--- config.mk ---
export PLATFORM = sky130hd
export DESIGN_NAME = linked_block_allocator
export DESIGN_NICKNAME = d
export VERILOG_FILES = /design/src/rtl/lba_pkg.sv /design/src/rtl/lba_ctrl.sv /design/src/rtl/lba_dp.sv /design/src/rtl/linked_block_allocator.sv
export SDC_FILE = /design/constraint.sdc
export NUM_CORES = 1
export LEC_CHECK = 0
export BUFFER_PORTS_ARGS = -buffer_cell sky130_fd_sc_hd__buf_2
export CAP_MARGIN = 20
export CORE_ASPECT_RATIO = 2
export CORE_MARGIN = 2
export CORE_UTILIZATION = 57
export CTS_CLUSTER_DIAMETER = 50
export CTS_CLUSTER_SIZE = 40
export DETAILED_ROUTE_END_ITERATION = 16
export GPL_TIMING_DRIVEN = 0
export PLACE_DENSITY = 0.69
export SLEW_MARGIN = 10
export SYNTH_ARGS = -nofsm -noshare
export SYNTH_HDL_FRONTEND = slang
export SYNTH_HIERARCHICAL = 1
export SYNTH_SLANG_ARGS = --single-unit
--- constraint.sdc ---
create_clock -name clock -period 3.74 [get_ports clock]
set_clock_uncertainty 0.1 [all_clocks]
set_input_delay 0.748 -clock clock [delete_from_list [all_inputs] [get_ports clock]]
set_output_delay 0.748 -clock clock [all_outputs]
set_load 0.05 [all_outputs]
--- src/rtl/lba_pkg.sv ---
// ----------------------------------------------------------------------------
// Linked block allocator package
// Shared operation codes, status codes, controller states and the command and
// status bundles that pass between the controller and the datapath.
// ----------------------------------------------------------------------------
package lba_pkg;

   localparam int MAX_LEN = 16;
   localparam int LEN_W   = 5;
   localparam int FREE_W  = 5;

   typedef enum logic [2:0] {
      OP_CREATE = 3'd0,
      OP_READ   = 3'd1,
      OP_UPDATE = 3'd2,
      OP_DELETE = 3'd3,
      OP_DATA   = 3'd4
   } op_type;

   typedef enum logic [1:0] {
      ST_OK        = 2'd0,
      ST_DUPLICATE = 2'd1,
      ST_NOT_FOUND = 2'd2,
      ST_NO_SPACE  = 2'd3
   } status_type;

   typedef enum logic [3:0] {
      S_IDLE,
      S_DISPATCH,
      S_FIND_RD,
      S_FIND_CMP,
      S_HEAD_RD,
      S_HEAD_LD,
      S_FREE_CHK,
      S_FREE_NX,
      S_START,
      S_RESULT,
      S_RD_CHK,
      S_RD_DATA,
      S_WSCAN,
      S_WLINK,
      S_TSCAN
   } state_type;

   typedef struct packed {
      logic       load;
      logic       end_write;
      logic       find_clear;
      logic       find_next;
      logic       set_code;
      status_type code;
      logic       head_load;
      logic       free_step;
      logic       free_done;
      logic       ptr_follow;
      logic       start_write;
      logic       emit_status;
      logic       emit_char;
      logic       wscan_init;
      logic       wscan_next;
      logic       take;
      logic       link;
      logic       tclaim;
   } cmd_type;

   typedef struct packed {
      op_type op;
      logic   write_idle;
      logic   id_match;
      logic   idx_last;
      logic   ptr_ok;
      logic   link_ok;
      logic   scan_used;
      logic   ptr_last;
      logic   slot_free;
      logic   prev_ok;
      logic   out_ready;
   } sts_type;

endpackage

--- src/rtl/lba_ctrl.sv ---
// ----------------------------------------------------------------------------
// Linked block allocator controller
// Sequences table searches, chain walks, block scans and result delivery.
// ----------------------------------------------------------------------------
module lba_ctrl
   import lba_pkg::*;
(
   input  logic    clock,
   input  logic    reset,
   input  logic    req_valid,
   output logic    req_stall,
   input  sts_type sts,
   output cmd_type cmd
);

   state_type state_ff;
   state_type state_in;

   always_ff @(posedge clock) begin
      if (reset) begin
         state_ff <= S_IDLE;
      end else begin
         state_ff <= state_in;
      end
   end

   always_comb begin
      state_in = state_ff;
      unique case (state_ff)
         S_IDLE: begin
            if (req_valid) state_in = S_DISPATCH;
         end
         S_DISPATCH: begin
            unique case (sts.op)
               OP_DATA: state_in = sts.write_idle ? S_IDLE : S_WSCAN;
               OP_CREATE, OP_READ, OP_UPDATE, OP_DELETE: state_in = S_FIND_RD;
               default: state_in = S_IDLE;
            endcase
         end
         S_FIND_RD: state_in = S_FIND_CMP;
         S_FIND_CMP: begin
            if (sts.id_match) begin
               state_in = (sts.op == OP_CREATE) ? S_RESULT : S_HEAD_RD;
            end else if (sts.idx_last) begin
               state_in = (sts.op == OP_CREATE) ? S_START : S_RESULT;
            end else begin
               state_in = S_FIND_RD;
            end
         end
         S_HEAD_RD: state_in = S_HEAD_LD;
         S_HEAD_LD: state_in = (sts.op == OP_READ) ? S_RD_CHK : S_FREE_CHK;
         S_FREE_CHK: begin
            if (sts.ptr_ok) begin
               state_in = S_FREE_NX;
            end else begin
               state_in = (sts.op == OP_UPDATE) ? S_START : S_RESULT;
            end
         end
         S_FREE_NX: state_in = S_FREE_CHK;
         S_START: state_in = S_RESULT;
         S_RESULT: begin
            if (sts.out_ready) state_in = S_IDLE;
         end
         S_RD_CHK: state_in = sts.ptr_ok ? S_RD_DATA : S_RESULT;
         S_RD_DATA: begin
            if (sts.out_ready) state_in = sts.link_ok ? S_RD_CHK : S_IDLE;
         end
         S_WSCAN: begin
            if (!sts.scan_used) begin
               state_in = S_WLINK;
            end else if (sts.ptr_last) begin
               state_in = S_RESULT;
            end
         end
         S_WLINK: state_in = sts.prev_ok ? S_RESULT : S_TSCAN;
         S_TSCAN: begin
            if (sts.slot_free || sts.idx_last) state_in = S_RESULT;
         end
         default: state_in = S_IDLE;
      endcase
   end

   always_comb begin
      cmd = '0;
      cmd.code = ST_OK;
      req_stall = (state_ff != S_IDLE);
      unique case (state_ff)
         S_IDLE: cmd.load = req_valid;
         S_DISPATCH: begin
            unique case (sts.op)
               OP_DATA: cmd.wscan_init = 1'b1;
               OP_CREATE, OP_READ, OP_UPDATE, OP_DELETE: begin
                  cmd.end_write  = 1'b1;
                  cmd.find_clear = 1'b1;
               end
               default: ;
            endcase
         end
         S_FIND_RD: ;
         S_FIND_CMP: begin
            if (sts.id_match) begin
               if (sts.op == OP_CREATE) begin
                  cmd.set_code = 1'b1;
                  cmd.code     = ST_DUPLICATE;
               end
            end else if (sts.idx_last) begin
               cmd.set_code = 1'b1;
               cmd.code     = ST_NOT_FOUND;
            end else begin
               cmd.find_next = 1'b1;
            end
         end
         S_HEAD_RD: ;
         S_HEAD_LD: cmd.head_load = 1'b1;
         S_FREE_CHK: begin
            if (sts.ptr_ok) begin
               cmd.free_step = 1'b1;
            end else begin
               cmd.free_done = 1'b1;
               cmd.set_code  = 1'b1;
               cmd.code      = ST_OK;
            end
         end
         S_FREE_NX: cmd.ptr_follow = 1'b1;
         S_START: cmd.start_write = 1'b1;
         S_RESULT: cmd.emit_status = sts.out_ready;
         S_RD_CHK: begin
            if (!sts.ptr_ok) begin
               cmd.set_code = 1'b1;
               cmd.code     = ST_OK;
            end
         end
         S_RD_DATA: begin
            cmd.emit_char  = sts.out_ready;
            cmd.ptr_follow = sts.out_ready;
         end
         S_WSCAN: begin
            if (!sts.scan_used) begin
               cmd.take = 1'b1;
            end else if (sts.ptr_last) begin
               cmd.set_code = 1'b1;
               cmd.code     = ST_OK;
            end else begin
               cmd.wscan_next = 1'b1;
            end
         end
         S_WLINK: begin
            cmd.link       = 1'b1;
            cmd.set_code   = 1'b1;
            cmd.code       = ST_OK;
            cmd.find_clear = !sts.prev_ok;
         end
         S_TSCAN: begin
            if (sts.slot_free) begin
               cmd.tclaim = 1'b1;
            end else if (!sts.idx_last) begin
               cmd.find_next = 1'b1;
            end
         end
         default: ;
      endcase
   end

endmodule

--- src/rtl/lba_dp.sv ---
// ----------------------------------------------------------------------------
// Linked block allocator datapath
// Block and file table storage, free accounting, pointers and result register.
// ----------------------------------------------------------------------------
module lba_dp
   import lba_pkg::*;
#(
   parameter int BLOCK_COUNT = 16,
   parameter int ID_BITS     = 16
) (
   input  logic               clock,
   input  logic               reset,
   input  cmd_type            cmd,
   output sts_type            sts,
   input  logic [2:0]         req_op,
   input  logic [ID_BITS-1:0] req_file_id,
   input  logic [LEN_W-1:0]   req_length,
   input  logic [7:0]         req_data_char,
   output logic               rsp_valid,
   input  logic               rsp_stall,
   output logic [1:0]         rsp_status,
   output logic [7:0]         rsp_char_out,
   output logic               rsp_last,
   output logic [FREE_W-1:0]  rsp_free_count
);

   localparam int BW = (BLOCK_COUNT > 1) ? $clog2(BLOCK_COUNT) : 1;
   localparam int LW = $clog2(BLOCK_COUNT + 1);
   localparam int FW = $clog2(BLOCK_COUNT + 1);
   localparam logic [LW-1:0] NULL_LINK = LW'(BLOCK_COUNT);
   localparam logic [BW-1:0] LAST_IDX  = BW'(BLOCK_COUNT - 1);

   logic [ID_BITS-1:0] table_id_mem   [BLOCK_COUNT];
   logic [BW-1:0]      table_head_mem [BLOCK_COUNT];
   logic [7:0]         block_char_mem [BLOCK_COUNT];
   logic [LW-1:0]      next_link_mem  [BLOCK_COUNT];

   logic [BLOCK_COUNT-1:0] used_ff;
   logic [BLOCK_COUNT-1:0] valid_ff;
   logic [FW-1:0]         free_total_ff;
   logic [FW-1:0]         free_total_in;
   logic [LEN_W-1:0]      write_left_ff;
   logic [LW-1:0]         write_prev_ff;
   logic [BW-1:0]         write_scan_ff;
   logic [ID_BITS-1:0]    write_owner_ff;
   op_type                op_ff;
   logic [ID_BITS-1:0]    id_ff;
   logic [LEN_W-1:0]      len_ff;
   logic [7:0]            char_ff;
   logic [BW-1:0]         idx_ff;
   logic [LW-1:0]         ptr_ff;
   logic [BW-1:0]         alloc_ff;
   status_type            code_ff;
   logic [ID_BITS-1:0]    id_rd_ff;
   logic [BW-1:0]         head_rd_ff;
   logic [7:0]            char_rd_ff;
   logic [LW-1:0]         link_rd_ff;
   logic                  rsp_valid_ff;
   logic [1:0]            rsp_status_ff;
   logic [7:0]            rsp_char_ff;
   logic                  rsp_last_ff;
   logic [FREE_W-1:0]     rsp_free_ff;
   logic                  start_fail;
   logic                  link_ok;

   assign start_fail = (int'(len_ff) > MAX_LEN) || (int'(len_ff) > int'(free_total_ff));
   assign link_ok    = (link_rd_ff < NULL_LINK) && used_ff[link_rd_ff[BW-1:0]];

   always_comb begin
      sts.op         = op_ff;
      sts.write_idle = (write_left_ff == '0);
      sts.id_match   = valid_ff[idx_ff] && (id_rd_ff == id_ff);
      sts.idx_last   = (idx_ff == LAST_IDX);
      sts.ptr_ok     = (ptr_ff < NULL_LINK) && used_ff[ptr_ff[BW-1:0]];
      sts.link_ok    = link_ok;
      sts.scan_used  = used_ff[ptr_ff[BW-1:0]];
      sts.ptr_last   = (ptr_ff == LW'(BLOCK_COUNT - 1));
      sts.slot_free  = !valid_ff[idx_ff];
      sts.prev_ok    = (write_prev_ff < NULL_LINK);
      sts.out_ready  = !rsp_valid_ff || !rsp_stall;
   end

   always_comb begin
      free_total_in = free_total_ff;
      if (cmd.end_write) begin
         free_total_in = free_total_ff + FW'(write_left_ff);
      end else if (cmd.free_step) begin
         free_total_in = free_total_ff + FW'(1);
      end else if (cmd.start_write && !start_fail && len_ff != '0) begin
         free_total_in = free_total_ff - FW'(len_ff);
      end
   end

   always_ff @(posedge clock) begin
      if (reset) begin
         used_ff        <= '0;
         valid_ff       <= '0;
         free_total_ff  <= FW'(BLOCK_COUNT);
         write_left_ff  <= '0;
         write_prev_ff  <= NULL_LINK;
         write_scan_ff  <= '0;
         write_owner_ff <= '0;
         rsp_valid_ff   <= 1'b0;
      end else begin
         free_total_ff <= free_total_in;
         if (cmd.end_write) begin
            write_left_ff <= '0;
            write_prev_ff <= NULL_LINK;
         end
         if (cmd.free_step) used_ff[ptr_ff[BW-1:0]] <= 1'b0;
         if (cmd.free_done) valid_ff[idx_ff] <= 1'b0;
         if (cmd.start_write && !start_fail && len_ff != '0) begin
            write_left_ff  <= len_ff;
            write_prev_ff  <= NULL_LINK;
            write_scan_ff  <= '0;
            write_owner_ff <= id_ff;
         end
         if (cmd.take) used_ff[ptr_ff[BW-1:0]] <= 1'b1;
         if (cmd.link) begin
            write_prev_ff <= LW'(alloc_ff);
            write_scan_ff <= alloc_ff;
            write_left_ff <= write_left_ff - LEN_W'(1);
         end
         if (cmd.tclaim) valid_ff[idx_ff] <= 1'b1;
         if (cmd.emit_status || cmd.emit_char) begin
            rsp_valid_ff <= 1'b1;
         end else if (!rsp_stall) begin
            rsp_valid_ff <= 1'b0;
         end
      end
   end

   always_ff @(posedge clock) begin
      if (cmd.load) begin
         op_ff   <= op_type'(req_op);
         id_ff   <= req_file_id;
         len_ff  <= req_length;
         char_ff <= req_data_char;
      end
      if (cmd.find_clear) begin
         idx_ff <= '0;
      end else if (cmd.find_next) begin
         idx_ff <= idx_ff + BW'(1);
      end
      if (cmd.wscan_init) begin
         ptr_ff <= LW'(write_scan_ff);
      end else if (cmd.wscan_next) begin
         ptr_ff <= ptr_ff + LW'(1);
      end else if (cmd.head_load) begin
         ptr_ff <= LW'(head_rd_ff);
      end else if (cmd.ptr_follow) begin
         ptr_ff <= link_rd_ff;
      end
      if (cmd.take) alloc_ff <= ptr_ff[BW-1:0];
      if (cmd.set_code) begin
         code_ff <= cmd.code;
      end else if (cmd.start_write) begin
         code_ff <= start_fail ? ST_NO_SPACE : ST_OK;
      end
      if (cmd.emit_status) begin
         rsp_status_ff <= code_ff;
         rsp_char_ff   <= '0;
         rsp_last_ff   <= 1'b1;
         rsp_free_ff   <= FREE_W'(free_total_ff);
      end else if (cmd.emit_char) begin
         rsp_status_ff <= ST_OK;
         rsp_char_ff   <= char_rd_ff;
         rsp_last_ff   <= !link_ok;
         rsp_free_ff   <= FREE_W'(free_total_ff);
      end
   end

   always_ff @(posedge clock) begin
      id_rd_ff   <= table_id_mem[idx_ff];
      head_rd_ff <= table_head_mem[idx_ff];
      if (cmd.tclaim) begin
         table_id_mem[idx_ff]   <= write_owner_ff;
         table_head_mem[idx_ff] <= alloc_ff;
      end
   end

   always_ff @(posedge clock) begin
      char_rd_ff <= block_char_mem[ptr_ff[BW-1:0]];
      if (cmd.take) block_char_mem[ptr_ff[BW-1:0]] <= char_ff;
   end

   always_ff @(posedge clock) begin
      link_rd_ff <= next_link_mem[ptr_ff[BW-1:0]];
      if (cmd.take) begin
         next_link_mem[ptr_ff[BW-1:0]] <= NULL_LINK;
      end else if (cmd.link && write_prev_ff < NULL_LINK) begin
         next_link_mem[write_prev_ff[BW-1:0]] <= LW'(alloc_ff);
      end
   end

   assign rsp_valid      = rsp_valid_ff;
   assign rsp_status     = rsp_status_ff;
   assign rsp_char_out   = rsp_char_ff;
   assign rsp_last       = rsp_last_ff;
   assign rsp_free_count = rsp_free_ff;

endmodule

--- src/rtl/linked_block_allocator.sv ---
// ----------------------------------------------------------------------------
// Linked block allocator
// Stores files as linked chains of one-character blocks with a file table.
//
//   Channel   Ports                                         Direction
//   req       valid, stall, op, file_id, length, data_char  in
//   rsp       valid, stall, status, char_out, last, free_count  out
//
// One request is processed at a time; the request side stalls until it ends.
// A header searches the file table slot by slot, then walks a chain block by
// block for read, update and delete. A data character scans the block map
// one block per cycle from the last allocated block, plus a table slot scan
// for the first character of a file. Reset is synchronous and empties the
// store; the result register holds a stalled result and frees as soon as it
// is taken.
// ----------------------------------------------------------------------------
module linked_block_allocator
   import lba_pkg::*;
#(
   parameter int BLOCK_COUNT = 16,
   parameter int ID_BITS     = 16
) (
   input  logic               clock,
   input  logic               reset,
   input  logic               req_valid,
   output logic               req_stall,
   input  logic [2:0]         req_op,
   input  logic [ID_BITS-1:0] req_file_id,
   input  logic [4:0]         req_length,
   input  logic [7:0]         req_data_char,
   output logic               rsp_valid,
   input  logic               rsp_stall,
   output logic [1:0]         rsp_status,
   output logic [7:0]         rsp_char_out,
   output logic               rsp_last,
   output logic [4:0]         rsp_free_count
);

   cmd_type cmd;
   sts_type sts;

   lba_ctrl u_ctrl (
      .clock     (clock),
      .reset     (reset),
      .req_valid (req_valid),
      .req_stall (req_stall),
      .sts       (sts),
      .cmd       (cmd)
   );

   lba_dp #(
      .BLOCK_COUNT (BLOCK_COUNT),
      .ID_BITS     (ID_BITS)
   ) u_dp (
      .clock          (clock),
      .reset          (reset),
      .cmd            (cmd),
      .sts            (sts),
      .req_op         (req_op),
      .req_file_id    (req_file_id),
      .req_length     (req_length),
      .req_data_char  (req_data_char),
      .rsp_valid      (rsp_valid),
      .rsp_stall      (rsp_stall),
      .rsp_status     (rsp_status),
      .rsp_char_out   (rsp_char_out),
      .rsp_last       (rsp_last),
      .rsp_free_count (rsp_free_count)
   );

   a_emit_ready: assert property (@(posedge clock) disable iff (reset)
      (cmd.emit_status || cmd.emit_char) |-> sts.out_ready)
      else $error("Result issued while the result register was occupied.");

   a_emit_single: assert property (@(posedge clock) disable iff (reset)
      !(cmd.emit_status && cmd.emit_char))
      else $error("Two result kinds issued in one cycle.");

   a_busy_after_accept: assert property (@(posedge clock) disable iff (reset)
      (req_valid && !req_stall) |=> req_stall)
      else $error("Request side not stalled after a request was accepted.");

endmodule
* Word level (Yosys, flattened, before mapping) *
Memories as Yosys holds them, arrays and structs flattened. A register that Yosys moved wholly into a read port is not among the register bits.
Index checks and enable logic that the tools add are counted.

storage, ports and cells
  bits in writable memories = 528
  input bits = 36
  word-level logic and storage cells = 210
  flip-flop bits (word level) = 135
  memories = 4
  output and inout port bits = 18

cells by class
  bitwise gates (word level) = 6
  multiplexer cells = 101
  add/subtract/negate cells = 6
  reductions and logical operators = 34
  equality and inequality tests = 27
  order comparisons = 10

memory list
  memory               depth  width  rd ports  clocked after memory_dff  write ports  line          RTL
  u_dp.table_id_mem    16     16     1         1                         1            lba_dp.sv:33  logic [ID_BITS-1:0] table_id_mem [BLOCK_COUNT];
  u_dp.block_char_mem  16     8      1         1                         1            lba_dp.sv:35  logic [7:0] block_char_mem [BLOCK_COUNT];
  u_dp.next_link_mem   16     5      1         1                         1            lba_dp.sv:36  logic [LW-1:0] next_link_mem [BLOCK_COUNT];
  u_dp.table_head_mem  16     4      1         1                         1            lba_dp.sv:34  logic [BW-1:0] table_head_mem [BLOCK_COUNT];

operators with widths
  cell                 count
  $mux 16              6
  $mux 5               15
  $mux 4               17
  $pmux 4 s15          1
  $mux 1               36
  $and 16x16->16       2
  $eq 4x4->1 const B   8
  $not 16->16          2
  $or 16x16->16        2
  $mux 3               7
  $mux 2               9
  $eq 16x16->1         1
  $eq 4x3->1 const B   4
  $lt 4x5->1 const B   3
  $lt 5x5->1 const B   3
  $bmux 1 s4           3
  $pmux 3 s4           1
  $add 5x1->5 const B  2
  $reduce_bool 3->1    3
  $demux 1 s4          2
  $eq 4x2->1 const B   2
  $ge 4x1->1 const B   2
  $logic_and 1x1->1    8
  $ne 2x1->1 const B   4
  27 further kinds     41

* Logic depth before layout (Yosys ltp) *
  depth after elaboration = 10
  gate-level depth with buffers = 12
  gate-level depth less buffers = 10

* Modules after synthesis *
Netlist, hierarchy kept.

by module, submodules not included
  module    cells each  instances  area an instance (µm²)  seq. area each (µm²)
  lba_dp    1428        1          27074.7                 19628.8
  lba_ctrl  111         1          735.7                   80.1

* Worst setup path before layout *
No wires, ideal clock.

  path kind = reg-to-reg
  start = register u_dp.idx_ff[0]
  end = memory u_dp/table_head_mem[10][0] (netlist name), enable pin
  setup slack = 0.447 ns
  setup time = 0.375 ns
  clock period less this slack = 3.293 ns
  arrival = 2.818 ns
  data required time = 3.265 ns
  cell stages (with the launch flop) = 11
  cells stage by stage = dfxtp_1 -> buf_6 -> buf_6 -> mux4_2 -> mux4_2 -> inv_2 -> inv_1 -> nor2_1 -> clkbuf_1 -> nand3_1 -> inv_1

RTL lines
  what                    line           RTL
  from (decl)             lba_dp.sv:50   logic [BW-1:0] idx_ff;
  from (signal assigned)  lba_dp.sv:143  idx_ff <= idx_ff + BW'(1);
  to (decl)               lba_dp.sv:34

==> impl_summary.log <==
INFO  metric netlist_area = around 0.028 mm²
INFO  metric cp_slowest_stage_delay = ~0.63 ns
INFO  metric worstHoldPathType = input port to flip-flop
INFO  metric ir_worst_vdd = between 0.6 and 0.7 mV
INFO  metric flip_flop_and_latch_count_after_synthesis = between 600 and 700
INFO  metric ff2ff_path_depth = 9
INFO  metric grt_start_max_net_pins = 38
INFO  metric finalWorstPathRequiredPeriod = around 3.7 ns
INFO  metric buffer_ports.inserted = between 50 and 60
INFO  metric drc = 0
INFO  metric rsz0062_at_grt = yes
INFO  metric grt_util_all_layers = 26.02%
INFO  metric synth_nets = 1598
INFO  metric route.detailed.wl_per_inst = 28.21 µm
INFO  metric rows = around 110
INFO  metric ff2ff_setup_slack = 0.008 ns
INFO  metric die_h = roughly 320 µm
INFO  metric die_area = approximately 0.05 mm²
INFO  metric final-setup-viol-count = 0
INFO  metric net-switching-power = between 3000 and 4000 µW
INFO  metric synth_top_cell_by_area = sky130_fd_sc_hd__edfxtp_1
INFO  metric hpwl = approximately 45000 µm
INFO  metric timing.final.hold_violations = 0
INFO  metric yosysMostFrequentCell = sky130_fd_sc_hd__edfxtp_1
INFO  metric synth_simple_gate_area_share = 5.021%
INFO  metric ys_top_cells_by_area = sky130_fd_sc_hd__edfxtp_1 62%, sky130_fd_sc_hd__mux4_2 12%, sky130_fd_sc_hd__dfxtp_1 8.6%
INFO  metric cts_root_buf = sky130_fd_sc_hd__clkbuf_16
INFO  metric worst_setup_path_endpoint = u_dp/code_ff[1]
INFO  metric drt.antenna.violating_nets = 0
INFO  metric chipWidth = 160.2 µm
INFO  metric critPathCaptureType = flip-flop
INFO  metric dp_cells = around 2200
INFO  metric synth_cells = 1539
INFO  metric yosys_warnings = 6
INFO  metric max_clock_freq = around 0.27 GHz
INFO  metric critical_path.startpoint_type = flip-flop
INFO  metric worstPathArrival = ~3.9 ns
INFO  metric p_int = 11490 µW
INFO  metric drive_gt1_share = 21.86%
INFO  metric p_leak = between 0.009 and 0.01 µW
INFO  metric synth_largest_type_area_fraction = just over 60%
INFO  metric outcome = finished clean
INFO  metric clock_sink_count = around 700
INFO  metric final.hold.worst_slack = around 0.23 ns
INFO  metric power.clock.fraction = 30.9%
INFO  metric drt_wl_total = about 65000 µm
INFO  metric synth_edf_count = approximately 580
INFO  metric timing.critical_path.required = between 3 and 4 ns
INFO  metric path_class = flip-flop to flip-flop
INFO  metric postPlaceCellArea = roughly 0.029 mm²
INFO  metric syn2layout_area_growth = 9.750%
INFO  metric finalCritPeriodShare = between 90% and 100%
INFO  metric clk_pin_slew_worst_paths = 0.12 ns
INFO  metric startpoint_of_the_most_critical_setup_path = u_dp/id_ff[2]
INFO  metric grt_antenna_before_repair = 1
INFO  metric yosys-mux-area-fraction = approximately 16%
INFO  metric max_cap_viol_count = 0
INFO  metric power_density = ~500 mW/mm²
INFO  metric initial_standard_cell_utilization_of_the_core = slightly below 60%
INFO  metric num_vias = about 15000
INFO  metric fin_area = between 0.03 and 0.04 mm²
INFO  metric layout.nets = 1698
INFO  metric async_reset_ff_share = 0%
INFO  metric clock_insertion_delay_worst_skew = roughly 0.58 ns
INFO  metric synthTopCellsByCount = 577 x sky130_fd_sc_hd__edfxtp_1, 143 x sky130_fd_sc_hd__mux4_2, 119 x sky130_fd_sc_hd__dfxtp_1
INFO  metric worstReg2RegEnd = u_dp/code_ff[1]
INFO  metric post_synthesis_compound_gate_area_fraction = under 10%
INFO  metric synth_adder_area_share = about 1.1%
INFO  metric fill_cells = ~3500
INFO  metric slew_headroom = 33.39%
INFO  metric avg_inst_size_synth = 18.07 µm²
INFO  metric residual_overflow_from_global_routing = 0
INFO  metric avgViaCountPerCell = 6.297
INFO  metric number_of_global_route_vias_before_repair = 15050
INFO  metric final_max_slew_violation_count = 0
INFO  metric critical_path.max_fanout = 6
INFO  metric worst_slew_pin_slew = ~1.0 ns
INFO  metric antenna_cells_inserted = 0
INFO  metric detail_route.first_pass.iterations = 5
INFO  metric drt_first_iter_violations = 1218
INFO  metric ys_seq_area_share = 70.87%
INFO  metric cts_inserted_buffers = 35
INFO  metric cts_max_level = 2
INFO  metric gp_congestion = approximately 0.93
INFO  metric synth_top_family_by_area = multiplexers
INFO  metric yosysUniqueCellTypes = 77
INFO  metric worstPathCellList = xor2_1 > nor4_4 > nand4_1 > nor2_2 > or4b_2 > a21oi_1 > a311oi_1 > o21ai_1 > or2_2
INFO  metric cts_hold_buffers = 0
INFO  metric seq_power_share = 56.6%
INFO  metric pwr-share-comb = between 10% and 20%
INFO  metric yosys_most_used_dff = sky130_fd_sc_hd__edfxtp_1
INFO  metric post_synth_xor_xnor_area = around 1.1%
INFO  metric clk_path_buf_depth = 3
INFO  metric core_area = about 0.048 mm²
INFO  metric num_io_pins = 54
INFO  metric final_cells = roughly 2300
INFO  metric critical_path.slowest_cell = sky130_fd_sc_hd__or4b_2
INFO  metric power.share.switching = approximately 24%
INFO  metric wire_length_of_the_first_global_routing_pass = around 95000 µm
INFO  metric reg2reg_from = u_dp/id_ff[2]
INFO  metric cts_tree = built
how the worst min path moves through the flow:
stage | startpoint | to | cells past startpoint
detailed placement | u_dp/char_rd_ff[2] | u_dp/rsp_char_out[2] | 2
global route | req_file_id[15] | u_dp/id_ff[15] | 1
floorplan | u_dp/char_rd_ff[0] | u_dp/rsp_char_out[0] | 2
CTS | req_file_id[15] | u_dp/id_ff[15] | 1
global placement | u_dp/char_rd_ff[4] | u_dp/rsp_char_out[4] | 2
finish | req_file_id[15] | u_dp/id_ff[15] | 1
placed cells by master (no fill, tap or decap), types with 6 or more instances in the layout:
master / n
sky130_fd_sc_hd__nand3_1: 47
sky130_fd_sc_hd__a21oi_1: 81
sky130_fd_sc_hd__clkbuf_16: 37
sky130_fd_sc_hd__mux2i_1: 15
sky130_fd_sc_hd__nor2_2: 16
sky130_fd_sc_hd__edfxtp_1: 577
sky130_fd_sc_hd__nand4_1: 6
sky130_fd_sc_hd__mux4_1: 36
sky130_fd_sc_hd__inv_4: 8
sky130_fd_sc_hd__ha_1: 21
sky130_fd_sc_hd__o21ai_0: 40
sky130_fd_sc_hd__clkbuf_1: 36
sky130_fd_sc_hd__inv_1: 35
sky130_fd_sc_hd__buf_16: 6
sky130_fd_sc_hd__clkinvlp_4: 13
sky130_fd_sc_hd__dfxtp_1: 119
sky130_fd_sc_hd__nor2_1: 47
sky130_fd_sc_hd__mux4_2: 143
sky130_fd_sc_hd__nand2b_1: 11
sky130_fd_sc_hd__buf_2: 62
sky130_fd_sc_hd__nand2_1: 70
sky130_fd_sc_hd__buf_6: 20
sky130_fd_sc_hd__nor2b_1: 13
sky130_fd_sc_hd__and2_1: 10
sky130_fd_sc_hd__and3_1: 7
sky130_fd_sc_hd__nor3_1: 12
sky130_fd_sc_hd__buf_4: 7
sky130_fd_sc_hd__a31oi_1: 8
sky130_fd_sc_hd__xnor2_1: 6
sky130_fd_sc_hd__xor2_1: 26
per-stage QoR:
stage          total power, µW  util (%)  worst slack, ns  setup TNS [ns]
3_5_place_dp             10640     60.32          -0.5741         -125.95
4_1_cts                  15280     63.19         -0.03956         -0.7779
2_1_floorplan            10070         -           0.4474               0
3_3_place_gp             10610     59.89          -0.7913         -240.51
5_1_grt                  15620     63.31         -0.02422         -0.2027
6_report                 15160     63.31         0.007634               0
power by group through the flow:
stage / logic, µW / registers, µW / clock network, µW
4_1_cts: 1910 / 8590 / 4790
5_1_grt: 1990 / 8600 / 5030
6_report: 1880 / 8580 / 4690
3_3_place_gp: 1850 / 8760 / 0
3_5_place_dp: 1880 / 8760 / 0
2_1_floorplan: 1360 / 8710 / 0
kinds of logic after synthesis:
logic type,after synthesis
AO/OA/AOI/OAI,173
buffers and inverters,140
flip-flops,696
XOR/XNOR,34
multiplexers,195
AND/OR/NAND/NOR,278
adder cells (fa/ha/maj),23
cell type report:
class	count	area [µm²]	share of cell area, %
tap	638	798.3	2.615
buffer	81	524.3	1.718
clock inverter	26	356.6	1.168
sequential	696	19710	64.57
multi-input combinational	703	7443	24.39
timing repair buffer	63	476.7	1.562
inverter	59	287.8	0.9429
clock buffer	37	925.9	3.034
registers in the layout, indices dropped and copies added, names as in the netlist, 16 cells and up:
register / count
u_dp/next_link_mem: 80
u_dp/used_ff: 16
u_dp/write_owner_ff: 16
u_dp/valid_ff: 16
u_dp/block_char_mem: 128
u_dp/id_ff: 16
u_dp/table_id_mem: 256
u_dp/id_rd_ff: 16
u_dp/table_head_mem: 64
worst max-delay path: cells and delay by family (launching register included):
| family | cells | cell delay (ns) |
|---|---|---|
| flops | 1 | 0.43 |
| simple gates | 5 | 1.94 |
| compound gates | 3 | 0.74 |
| xor+xnor | 1 | 0.24 |
repair_timing:
action	4_1_cts	5_1_grt
resized for setup	32	22
setup buffers	2	0
hold endpoints to repair	0	0
endpoints found under the setup margin	459	277
gates cloned	0	0
metal layers:
layer  vias up  wire length [µm]  track usage [%]
met5         -                11                0
met4         2              3222            11.83
met3       168              2745            2.511
met2       526             37490            51.58
met1      7491             21500            27.58
li1       6314                 -                -
No activity file was read; power rests on OpenSTA's default activity.
